==> src/design/ipd_pkg.sv <==
// ----------------------------------------------------------------------------
// ipd_pkg
// Shared types and constants for the +IPD frame parser.
// ----------------------------------------------------------------------------
package ipd_pkg;

    localparam int IPD_MAX_PAYLOAD = 255;

    localparam logic [7:0] CH_PLUS  = 8'h2B;
    localparam logic [7:0] CH_I     = 8'h49;
    localparam logic [7:0] CH_P     = 8'h50;
    localparam logic [7:0] CH_D     = 8'h44;
    localparam logic [7:0] CH_COMMA = 8'h2C;
    localparam logic [7:0] CH_COLON = 8'h3A;
    localparam logic [7:0] CH_LF    = 8'h0A;
    localparam logic [7:0] CH_CR    = 8'h0D;
    localparam logic [7:0] CH_ZERO  = 8'h30;
    localparam logic [7:0] CH_TWO   = 8'h32;
    localparam logic [7:0] CH_NINE  = 8'h39;

    // Position inside the frame header; the payload phase follows the colon.
    typedef enum logic [3:0] {
        POS_I       = 4'd1,
        POS_P       = 4'd2,
        POS_D       = 4'd3,
        POS_COMMA1  = 4'd4,
        POS_ID      = 4'd5,
        POS_COMMA2  = 4'd6,
        POS_LEN     = 4'd7,
        POS_COLON   = 4'd8,
        POS_PAYLOAD = 4'd9
    } ipd_pos_t;

    // Packed so that conn_id lands in the lowest bits of the output word.
    typedef struct packed {
        logic [1:0] command;
        logic       command_valid;
        logic [7:0] first_byte;
        logic [7:0] payload_count;
        logic [3:0] declared_length;
        logic [3:0] conn_id;
    } ipd_result_t;

    localparam int IPD_RESULT_W = $bits(ipd_result_t);
    localparam int IPD_TDATA_W  = ((IPD_RESULT_W + 7) / 8) * 8;

    function automatic logic [3:0] digit_value(input logic [7:0] b);
        logic [7:0] d;
        d = b - CH_ZERO;
        if (b >= CH_ZERO && b <= CH_NINE)
            return d[3:0];
        return 4'd0;
    endfunction

endpackage

==> src/design/ipd_parser.sv <==
// ----------------------------------------------------------------------------
// ipd_parser
// Frame state and the combinational decision made for each accepted byte.
// ----------------------------------------------------------------------------
module ipd_parser
    import ipd_pkg::*;
#(
    parameter int MAX_PAYLOAD = IPD_MAX_PAYLOAD
) (
    input  logic        clk,
    input  logic        rst_n,
    input  logic        accept,
    input  logic [7:0]  rx_byte,
    output logic        res_valid,
    output ipd_result_t res
);

    logic       in_frame_reg,  in_frame_next;
    ipd_pos_t   pos_reg,       pos_next;
    logic [7:0] index_reg,     index_next;
    logic [3:0] length_reg,    length_next;
    logic [3:0] id_reg,        id_next;
    logic [7:0] first_reg,     first_next;

    logic [4:0] limit;
    logic       take_byte;
    logic       finish;
    logic       mismatch;
    logic [7:0] first_out;

    assign limit     = {1'b0, length_reg} + 5'd1;
    assign take_byte = (index_reg < {3'd0, limit}) && (index_reg < 8'(MAX_PAYLOAD))
                       && (rx_byte != CH_LF) && (rx_byte != CH_CR);
    assign finish    = in_frame_reg && (pos_reg == POS_PAYLOAD) && !take_byte;

    always_comb
    begin
        unique case (pos_reg)
            POS_I:      mismatch = (rx_byte != CH_I);
            POS_P:      mismatch = (rx_byte != CH_P);
            POS_D:      mismatch = (rx_byte != CH_D);
            POS_COMMA1: mismatch = (rx_byte != CH_COMMA);
            POS_COMMA2: mismatch = (rx_byte != CH_COMMA);
            POS_COLON:  mismatch = (rx_byte != CH_COLON);
            default:    mismatch = 1'b0;
        endcase
    end

    // Next-state logic.
    always_comb
    begin
        in_frame_next = in_frame_reg;
        pos_next      = pos_reg;
        index_next    = index_reg;
        length_next   = length_reg;
        id_next       = id_reg;
        first_next    = first_reg;
        if (accept)
        begin
            if (!in_frame_reg)
            begin
                if (rx_byte == CH_PLUS)
                begin
                    in_frame_next = 1'b1;
                    pos_next      = POS_I;
                    index_next    = 8'd0;
                end
            end
            else if (pos_reg == POS_PAYLOAD)
            begin
                if (take_byte)
                begin
                    if (index_reg == 8'd0)
                        first_next = rx_byte;
                    index_next = index_reg + 8'd1;
                end
                else
                begin
                    in_frame_next = 1'b0;
                    index_next    = 8'd0;
                end
            end
            else
            begin
                if (pos_reg == POS_ID)
                    id_next = digit_value(rx_byte);
                if (pos_reg == POS_LEN)
                    length_next = digit_value(rx_byte);
                pos_next = ipd_pos_t'(pos_reg + 4'd1);
                if (mismatch)
                begin
                    in_frame_next = 1'b0;
                    index_next    = 8'd0;
                end
            end
        end
    end

    // Result logic.
    always_comb
    begin
        first_out           = (index_reg == 8'd0) ? 8'd0 : first_reg;
        res_valid           = accept && finish;
        res.conn_id         = id_reg;
        res.declared_length = length_reg;
        res.payload_count   = index_reg;
        res.first_byte      = first_out;
        res.command_valid   = (first_out >= CH_ZERO) && (first_out <= CH_TWO);
        res.command         = res.command_valid ? first_out[1:0] : 2'd0;
    end

    always_ff @(posedge clk or negedge rst_n)
    begin
        if (!rst_n)
        begin
            in_frame_reg <= 1'b0;
            pos_reg      <= POS_I;
            index_reg    <= 8'd0;
            length_reg   <= 4'd0;
            id_reg       <= 4'd0;
            first_reg    <= 8'd0;
        end
        else
        begin
            in_frame_reg <= in_frame_next;
            pos_reg      <= pos_next;
            index_reg    <= index_next;
            length_reg   <= length_next;
            id_reg       <= id_next;
            first_reg    <= first_next;
        end
    end

    a_result_in_payload: assert property (@(posedge clk) disable iff (!rst_n)
        res_valid |-> (in_frame_reg && pos_reg == POS_PAYLOAD))
        else $error("result outside payload phase");

    a_leave_after_result: assert property (@(posedge clk) disable iff (!rst_n)
        res_valid |=> (!in_frame_reg && index_reg == 8'd0))
        else $error("frame not closed after result");

    a_count_bounded: assert property (@(posedge clk) disable iff (!rst_n)
        in_frame_reg |-> (index_reg <= 8'(MAX_PAYLOAD)
                          && index_reg <= {3'd0, limit}))
        else $error("payload count past its limit");

    a_count_only_payload: assert property (@(posedge clk) disable iff (!rst_n)
        (in_frame_reg && pos_reg != POS_PAYLOAD) |-> (index_reg == 8'd0))
        else $error("payload count moved during header");

endmodule

==> src/design/ipd_out_buf.sv <==
// ----------------------------------------------------------------------------
// ipd_out_buf
// Result register with a skid entry, so the parser keeps taking bytes while a
// finished result waits downstream.
// ----------------------------------------------------------------------------
module ipd_out_buf
    import ipd_pkg::*;
(
    input  logic        clk,
    input  logic        rst_n,
    input  logic        in_valid,
    output logic        in_ready,
    input  ipd_result_t in_data,
    output logic        out_valid,
    input  logic        out_ready,
    output ipd_result_t out_data
);

    logic        out_valid_reg, out_valid_next;
    logic        skid_valid_reg, skid_valid_next;
    ipd_result_t out_data_reg,   out_data_next;
    ipd_result_t skid_data_reg,  skid_data_next;
    logic        push;
    logic        load_out;

    assign in_ready  = !skid_valid_reg;
    assign push      = in_valid && in_ready;
    assign load_out  = !out_valid_reg || out_ready;
    assign out_valid = out_valid_reg;
    assign out_data  = out_data_reg;

    always_comb
    begin
        out_valid_next  = out_valid_reg;
        skid_valid_next = skid_valid_reg;
        out_data_next   = out_data_reg;
        skid_data_next  = skid_data_reg;
        if (load_out)
        begin
            if (skid_valid_reg)
            begin
                out_valid_next  = 1'b1;
                out_data_next   = skid_data_reg;
                skid_valid_next = 1'b0;
            end
            else
            begin
                out_valid_next = push;
                out_data_next  = in_data;
            end
        end
        else if (push)
        begin
            skid_valid_next = 1'b1;
            skid_data_next  = in_data;
        end
    end

    always_ff @(posedge clk or negedge rst_n)
    begin
        if (!rst_n)
        begin
            out_valid_reg  <= 1'b0;
            skid_valid_reg <= 1'b0;
        end
        else
        begin
            out_valid_reg  <= out_valid_next;
            skid_valid_reg <= skid_valid_next;
        end
    end

    always_ff @(posedge clk)
    begin
        out_data_reg  <= out_data_next;
        skid_data_reg <= skid_data_next;
    end

    a_skid_behind_out: assert property (@(posedge clk) disable iff (!rst_n)
        skid_valid_reg |-> out_valid_reg)
        else $error("skid entry held while output register empty");

    a_skid_moves_up: assert property (@(posedge clk) disable iff (!rst_n)
        (skid_valid_reg && out_ready) |=> (out_valid_reg && !skid_valid_reg
                                           && out_data_reg == $past(skid_data_reg)))
        else $error("skid entry not forwarded");

    a_no_push_when_full: assert property (@(posedge clk) disable iff (!rst_n)
        (out_valid_reg && !out_ready && push) |=> skid_valid_reg)
        else $error("result lost while output stalled");

endmodule

==> src/design/ipd_frame_command_parser_unit.sv <==
// ----------------------------------------------------------------------------
// ipd_frame_command_parser_unit
// Parses "+IPD,c,n:payload" frames from a received byte stream.
// ----------------------------------------------------------------------------
// One byte is taken per clock cycle whenever s_tready is high. Each byte is
// decided in the same cycle it is accepted, against the registered frame
// state; the result for the byte that ends the frame is registered in the
// output register that drives m_tdata. That register is backed by a one-entry
// skid buffer, so s_tready drops only when two results are waiting downstream.
// Bytes outside a frame, and frames whose header does not match, produce no word.
module ipd_frame_command_parser_unit
    import ipd_pkg::*;
#(
    parameter int MAX_PAYLOAD = IPD_MAX_PAYLOAD
) (
    input  logic                   clk,
    input  logic                   rst_n,
    input  logic                   s_tvalid,
    output logic                   s_tready,
    input  logic [7:0]             s_tdata,   // [7:0] rx_byte
    output logic                   m_tvalid,
    input  logic                   m_tready,
    // [3:0] conn_id, [7:4] declared_length, [15:8] payload_count,
    // [23:16] first_byte, [24] command_valid, [26:25] command, rest zero
    output logic [IPD_TDATA_W-1:0] m_tdata
);

    logic        accept;
    logic        res_valid;
    ipd_result_t res;
    ipd_result_t out_res;

    assign accept = s_tvalid && s_tready;

    ipd_parser #(
        .MAX_PAYLOAD (MAX_PAYLOAD)
    ) u_parser (
        .clk       (clk),
        .rst_n     (rst_n),
        .accept    (accept),
        .rx_byte   (s_tdata),
        .res_valid (res_valid),
        .res       (res)
    );

    ipd_out_buf u_out_buf (
        .clk       (clk),
        .rst_n     (rst_n),
        .in_valid  (res_valid),
        .in_ready  (s_tready),
        .in_data   (res),
        .out_valid (m_tvalid),
        .out_ready (m_tready),
        .out_data  (out_res)
    );

    assign m_tdata = IPD_TDATA_W'(out_res);

endmodule
==> config.mk <==
export PLATFORM = sky130hd
export DESIGN_NAME = ipd_frame_command_parser_unit
export DESIGN_NICKNAME = d
export VERILOG_FILES = /design/src/design/ipd_pkg.sv /design/src/design/ipd_parser.sv /design/src/design/ipd_out_buf.sv /design/src/design/ipd_frame_command_parser_unit.sv
export SDC_FILE = /design/constraint.sdc
export NUM_CORES = 1
export LEC_CHECK = 0
export BUFFER_PORTS_ARGS = -buffer_cell sky130_fd_sc_hd__buf_2
export CORE_ASPECT_RATIO = 0.5
export CORE_MARGIN = 2
export CORE_UTILIZATION = 30
export DETAILED_ROUTE_END_ITERATION = 8
export SYNTH_ARGS = -nofsm -noshare
export SYNTH_HDL_FRONTEND = slang
export SYNTH_SLANG_ARGS = --single-unit
==> constraint.sdc <==
create_clock -name clk -period 4.4 [get_ports clk]
set_input_delay 0.22 -clock clk [delete_from_list [all_inputs] [get_ports clk]]
set_output_delay 0.22 -clock clk [all_outputs]
set_load 0.05 [all_outputs]
==> results of run 1 <==
cell usage after synthesis (2+ instances only):
cell / number / area [um2]
and3_1: 6 / 37.5
buf_2: 2 / 10.0
nor3_1: 4 / 20.0
o2bb2ai_1: 2 / 17.5
nand4_1: 2 / 12.5
mux2_2: 30 / 338
and2_1: 14 / 87.6
a22oi_1: 2 / 15.0
nand2_1: 19 / 71.3
edfxtp_1: 54 / 1620
nor2_1: 14 / 52.6
xor2_1: 3 / 26.3
nor4_1: 3 / 18.8
mux2i_1: 2 / 20.0
or3_1: 2 / 12.5
nand2b_1: 4 / 25.0
nand4b_1: 2 / 17.5
ha_1: 11 / 138
nand3_1: 12 / 60.1
buf_4: 5 / 37.5
o21ai_0: 19 / 95.1
dfrtp_1: 30 / 751
nand3b_1: 4 / 30.0
clkbuf_1: 6 / 22.5
and4b_1: 2 / 20.0
inv_1: 15 / 56.3
xnor2_1: 5 / 43.8
a21oi_1: 4 / 20.0
nor3b_1: 4 / 30.0
nor2b_1: 3 / 18.8
repair_timing:
item | CTS | global route
hold buffers | 1 | 0
setup buffers | 0 | 0
hold endpoints to repair | 30 | 0
cell type report:
type                            count  area (um2)
Clock buffer                        9         225
Clock inverter                      7         105
Fill cell                        1235        8090
Inverter                           15        56.3
Multi-Input combinational cell    196        1450
Sequential cell                    85        2400
Tap cell                          170         213
Timing Repair Buffer               44         233
worst max path at each step:
stage,end
floorplan,u_out_buf.skid_data_reg[0]$_DFFE_PP_
global placement,u_out_buf.skid_data_reg[26]$_DFFE_PP_
detailed placement,u_parser.first_reg[1]$_DFFE_PN0P_
CTS,u_out_buf.skid_data_reg[19]$_DFFE_PP_
global route,u_parser.first_reg[1]$_DFFE_PN0P_
finish,u_parser.first_reg[1]$_DFFE_PN0P_
power by group:
group,internal (W),leakage (nW),total (W),switching [W]
registers,0.000889,0.885,0.000932,0.0000432
logic,0.000114,0.907,0.000315,0.000201
clock network,0.000505,0.158,0.000823,0.000318
worst max-delay path: stages, from the launching register on:
cell,delay (ns)
dfrtp_1,0.42
ha_1,0.29
inv_1,0.04
ha_1,0.27
o21a_1,0.10
o21ai_0,0.15
a21oi_1,0.10
a2111oi_2,0.54
and4b_1,0.55
mux2_2,0.38
metal layers:
metal | vias to the layer above | global-route usage [%] | part of all wire, %
met5 | - | 0 | 0
met4 | 0 | 3.61 | 1.0
met2 | 47 | 17.1 | 44
li1 | 1201 | - | -
met3 | 6 | 3.92 | 4.4
met1 | 1162 | 15.7 | 50
kinds of logic after synthesis:
family / after synthesis / share of synthesized area [%]
and+or+nand+nor: 100 / 14.2
DFF: 85 / 60.5
AOI/OAI and AO/OA: 39 / 6.92
muxes: 33 / 9.41
buffers and inverters: 30 / 3.57
adders and majority gates: 11 / 3.47
xor gates and xnor gates: 8 / 1.77
other: 1 / 0.0947
metrics by stage:
stage               std cells  cell area (um2)  util (%)  worst slack (ns)
CTS                       526             4680      36.7              1.45
finish                    526             4680      36.7              1.45
global placement          509             4340      34.0              1.56
floorplan                 311             3980         -             0.896
global route              526             4680      36.7              1.18
detailed placement        509             4340      34.0              1.47
==> out/metrics.csv, run 1 <==
stage;metric;value;unit
run_status;status;complete, no violations;
sta;final setup fails;0;
routing;DR iter-0 viols;133;
place;port bufs;40;
place;GPL Wtd Cong;0.816;
place;post-DP HPWL;5.38;mm
clock_tree;clk slew on worst S/H paths;0.06;ns
grt;first-pass GRT wire length;12.6;mm
clock_tree;post-CTS sizing;0;
clock_tree;number of CTS-inserted buffers;9;
setup_path;r2r setup slk;1.45;ns
synth;synth unique cells;52;
routing;vias per inst;4.59;
sta;Worst Tran Pin Value;0.782;ns
floorplan;standard-cell row count;29;
synth;Mapped Area;3960;um2
hold_path;Hold Crit Depth;2;
setup_path;CP endpoint kind;flop;
floorplan;Die W;167;um
sta;hold violation count in the final report;0;
setup_path;reg2reg start;u_parser.length_reg[0]$_DFFE_PN0P_;
hold_path;worst hold path type;input port to flop;
synth;Post-synth EDFFs;54;
setup_path;Worst Reg-to-Reg Cells;9;
floorplan;Core ar.;12800;um2
floorplan;initial core utilization;31.0;%
setup_path;worst r2r dst;u_parser.first_reg[1]$_DFFE_PN0P_;
clock_tree;maximum clock path buffer count;2;
sta;final worst path period share;67.1;%
routing;DR WL/cell;14.6;um
sta;fmax;0.339;GHz
floorplan;Die Span Y;85.3;um
finish;most frequent cells in the layout;edfxtp_1, buf_2, mux2_2, dfrtp_1;
synth;asr flop ratio synth;36.5;%
floorplan;I/O pins;46;
finish;ANT cells;0;
power;total power;0.00207;W
clock_tree;worst-skew pair later-pin latency;0.34;ns
routing;antenna-violating nets left;0;
finish;share of cells above drive strength 1;27.8;%
setup_path;CP startpoint;u_parser.length_reg[0]$_DFFE_PN0P_;
routing;DRC;0;
synth;Synth Instances;307;
routing;total wire length;7.68;mm
finish;# nets final;374;
finish;commonest non-fill, non-tap cell in the layout;edfxtp_1;
setup_path;Required @ worst endpoint;4.62;ns
grt;largest net degree at the start of global routing;32;
sta;RSZ-0062 raised after global routing;no;
sta;Setup TNS Final;0;ns
grt;gr ovfl total;0;
setup_path;Crit Path Category;flop to flop;
synth;sequential-to-total area share from yosys stat;60.5;%
routing;total number of vias;2416;
sta;Max-slew headroom;47.5;%
grt;Global Route Usage Sum;11.4;%
clock_tree;CTS Sinks;85;
clock_tree;H-tree depth;3;
finish;Area Growth Syn to Fin;18.2;%
synth;FF+latch count, synth;85;
clock_tree;CTS tree;built;
floorplan;DIE AREA;14200;um2
grt;antenna violations before repair;0;
setup_path;CP arrival;3.18;ns
run;max_cap viols;0;
setup_path;CP max FO;8;
power;Pleak;1.95;nW
setup_path;startpoint types;flop;
synth;mean post-synth cell area;12.9;um2
synth;YS warnings;0;
grt;vias in the first global route;2425;
power;Peak supply drop;185;uV
clock_tree;clk root buf;clkbuf_16;
sta;Slew Viols, Final;0;
hold_path;worst hold start;s_tdata[7];
routing;TritonRoute pass-1 iters;4;
hold_path;Hold EP;u_parser.first_reg[7]$_DFFE_PN0P_;
sta;fin crit period;2.95;ns
power;PwrDens;442;nW/um2
synth;Top FF cell, synth;edfxtp_1;
sta;Hold Slack;0.184;ns
sta;clock skew;0.00655;ns
Power figures use the tool's default switching activity.
==> run 2, diff against run 1 <==
ABC_AREA = 1   (was default)
clock period = 2.4 ns   (was 4.4 ns; I/O delays follow)
==> run 2 against run 1 <==
Compared with the run above:
- the flow now finishes with violations (DRC)
- synthesized cell count up 34%
- routed wire length up 12%
- sequential share of layout area down 2.0 points
- clock power up 76%
- design area up 4.2%
- area after synthesis up 1.2%
- die area up 1.2%
- final cell count up 22%
- count of clock-buffer cells in the layout unchanged
- flip-flop and latch count unchanged
- register-to-register slack worse by 1.4 ns
- critical path type unchanged
- highest routed layer unchanged
==> out/metrics.csv, run 2 <==
stage;metric;value;unit
run_status;status;finished, violations left;
run_status;failing checks;DRC;
floorplan;Die W;167;um
power;sw frac;25.9;%
setup_path;worst r2r dst;u_out_buf.skid_data_reg[8]$_DFFE_PP_;
finish;# nets final;489;
routing;DRC;3;
clock_tree;CTS tree;built;
synth;count leader, synth;nand2_1;
setup_path;reg2reg start;u_parser.length_reg[2]$_DFFE_PN0P_;
power;internal power;0.00267;W
clock_tree;maximum clock path buffer count;2;
synth;Post-synth EDFFs;54;
finish;Final Cell Area;4880;um2
setup_path;Required @ worst endpoint;2.45;ns
grt;largest net degree at the start of global routing;35;
floorplan;I/O pins;46;
synth;synth unique cells;33;
run;max_cap viols;0;
routing;TritonRoute pass-1 iters;8;
clock_tree;clk root buf;clkbuf_16;
power;Clock power frac;40.1;%
sta;RSZ-0062 raised after global routing;yes;
place;port bufs;40;
power;Pleak;2.27;nW
clock_tree;number of CTS-inserted buffers;9;
synth;mean post-synth cell area;9.78;um2
setup_path;startpoint types;flop;
hold_path;Hold EP;u_parser.first_reg[7]$_DFFE_PN0P_;
power;Peak supply drop;290;uV
finish;filler instances;1288;
synth;Synth Instances;410;
finish;Non-Filler Instances;640;
place;post-place instance area;4460;um2
setup_path;Worst Reg-to-Reg Cells;11;
sta;final worst path period share;96.7;%
finish;ANT cells;0;
grt;vias in the first global route;2795;
setup_path;Crit Path Category;flop to flop;
routing;total number of vias;2859;
routing;DR iter-0 viols;240;
routing;vias per inst;4.47;
clock_tree;CTS Sinks;85;
sta;Slew Viols, Final;0;
grt;antenna violations before repair;0;
hold_path;Hold Crit Depth;3;
floorplan;Die Span Y;85.7;um
power;P_sw;0.000933;W
floorplan;DIE AREA;14400;um2
sta;hold violation count in the final report;0;
sta;clock skew;0.00450;ns
sta;fin crit period;2.32;ns
sta;Max-slew headroom;52.9;%
sta;Setup TNS Final;0;ns
floorplan;standard-cell row count;29;
setup_path;CP max FO;6;
clock_tree;clk slew on worst S/H paths;0.06;ns
synth;Mapped Area;4010;um2
power;Gate power share;13.1;%
clock_tree;H-tree depth;3;
grt;gr ovfl total;0;
floorplan;Core ar.;12800;um2
place;GPL Wtd Cong;0.776;
floorplan;initial core utilization;31.2;%
setup_path;CP arrival;2.37;ns
power;Flop pwr share;46.8;%
place;Inst Count DP;620;
synth;top-area cell type share of the netlist area;40.4;%
setup_path;r2r setup slk;0.08;ns
sta;fmax;0.431;GHz
routing;DR WL/cell;13.5;um
grt;first-pass GRT wire length;14.2;mm
synth;Top FF cell, synth;edfxtp_1;
synth;Synth area leader;edfxtp_1;
clock_tree;worst-skew pair later-pin latency;0.33;ns
synth;top post-synthesis cells by area;edfxtp_1, dfrtp_1, nand2_1;
finish;commonest non-fill, non-tap cell in the layout;nand2_1;
sta;Worst Tran Pin Value;0.707;ns
synth;FF+latch count, synth;85;
sta;post-route worst setup slack;0.0781;ns
synth;top cells by instance count after synthesis;nand2_1, edfxtp_1, inv_1;
routing;antenna-violating nets left;0;
routing;total wire length;8.64;mm
synth;YS warnings;0;
finish;most frequent cells in the layout;nand2_1, edfxtp_1, inv_1;
finish;share of cells above drive strength 1;21.1;%
power;PwrDens;739;nW/um2
synth;sequential-to-total area share from yosys stat;59.8;%
place;post-DP HPWL;6.23;mm
place;pre-CTS setup slack;0.0418;ns
hold_path;worst hold path type;input port to flop;
hold_path;worst hold start;s_tdata[7];
finish;Area Growth Syn to Fin;21.7;%
grt;Global Route Usage Sum;12.6;%
setup_path;CP endpoint kind;flop;
synth;asr flop ratio synth;36.5;%
sta;final setup fails;0;
## run 2: cell types whose count changed after synthesis, sizes merged, moves of 6 or more
cell	before	now
and2	14	1
and3	6	0
inv	15	46
mux2	31	0
nand2	19	122
nand3	12	26
nor2	14	37
o21ai	19	31
## run 2: repair_timing
item / in CTS / in global routing
buffers inserted: 0 / 2
endpoints found under the hold margin: 30 / 0
setup endpoints to repair: 0 / 27
hold buffers: 1 / 0
gates resized for setup: 0 / 11
## run 2: metrics by stage
step           hold WS, ns  total power (W)  utilization [%]
2_1_floorplan       -0.176          0.00208                -
3_3_place_gp         0.219          0.00218             34.7
3_5_place_dp         0.214          0.00219             34.7
4_1_cts             0.0643          0.00363             37.2
5_1_grt             0.0812          0.00376             38.0
6_report            0.0687          0.00360             38.0
## run 2: cell type report
class	instances	area, um2	share of cell area [%]
clock buffers	9	225	4.62
clock inverters	6	86.3	1.77
inverters	46	173	3.54
multi-input cells	270	1440	29.5
flip-flops and latches	85	2400	49.2
well taps	170	213	4.36
repair buffers	54	345	7.08
## run 2: power by group through the flow
stage	Sequential, W	Combinational, W	Clock, W
after floorplan	0.00176	0.000319	0
after global placement	0.00172	0.000461	0
after detailed placement	0.00172	0.000469	0
after CTS	0.00169	0.000471	0.00147
after global routing	0.00170	0.000528	0.00153
final	0.00169	0.000471	0.00145
## run 2: cell families (layout without fill, tap and decap cells)
| kind of cell | count (synthesis) | count (layout) | share of synthesized area (%) |
|---|---|---|---|
| DFF | 85 | 85 | 59.8 |
| xor gates and xnor gates | 9 | 9 | 1.97 |
| other | 1 | 5 | 0.0935 |
| AOI/OAI and AO/OA | 41 | 41 | 5.43 |
| adders and majority gates | 11 | 11 | 3.43 |
| buffers and inverters | 59 | 115 | 6.09 |
| and+or+nand+nor | 204 | 204 | 23.2 |
## run 2: how the worst max path moves through the flow
stage | cells past startpoint | slack (ns) | start | to
5_1_grt | 11 | -0.06 | u_parser.length_reg[2]$_DFFE_PN0P_ | u_out_buf.skid_data_reg[5]$_DFFE_PP_
6_report | 11 | 0.08 | u_parser.length_reg[2]$_DFFE_PN0P_ | u_out_buf.skid_data_reg[8]$_DFFE_PP_
3_3_place_gp | 13 | 0.12 | u_parser.length_reg[0]$_DFFE_PN0P_ | u_out_buf.skid_data_reg[0]$_DFFE_PP_
4_1_cts | 13 | 0.03 | u_parser.length_reg[0]$_DFFE_PN0P_ | u_out_buf.skid_data_reg[5]$_DFFE_PP_
2_1_floorplan | 12 | -0.007 | u_parser.length_reg[0]$_DFFE_PN0P_ | u_out_buf.skid_data_reg[0]$_DFFE_PP_
3_5_place_dp | 13 | 0.04 | u_parser.length_reg[0]$_DFFE_PN0P_ | u_out_buf.skid_data_reg[1]$_DFFE_PP_
## run 2: critical path, cell delays in order, from the launching register on
cell	delay (ns)
dfrtp_1	0.46
nand3_1	0.14
xor2_1	0.17
ha_1	0.30
nand3_1	0.09
nand2_1	0.08
nand2_2	0.06
and2_4	0.15
nor2_4	0.11
nand2_4	0.08
nor2_4	0.20
clkbuf_16	0.19
## run 2: metal layers
metal  vias to the layer above  global-route usage, %  share of wire [%]
li1                       1447                      -                  -
met1                      1351                   18.2                 52
met2                        55                   18.9                 43
met3                         6                   3.37                4.9
met4                         0                   3.32               0.85
met5                         -                      0                  0
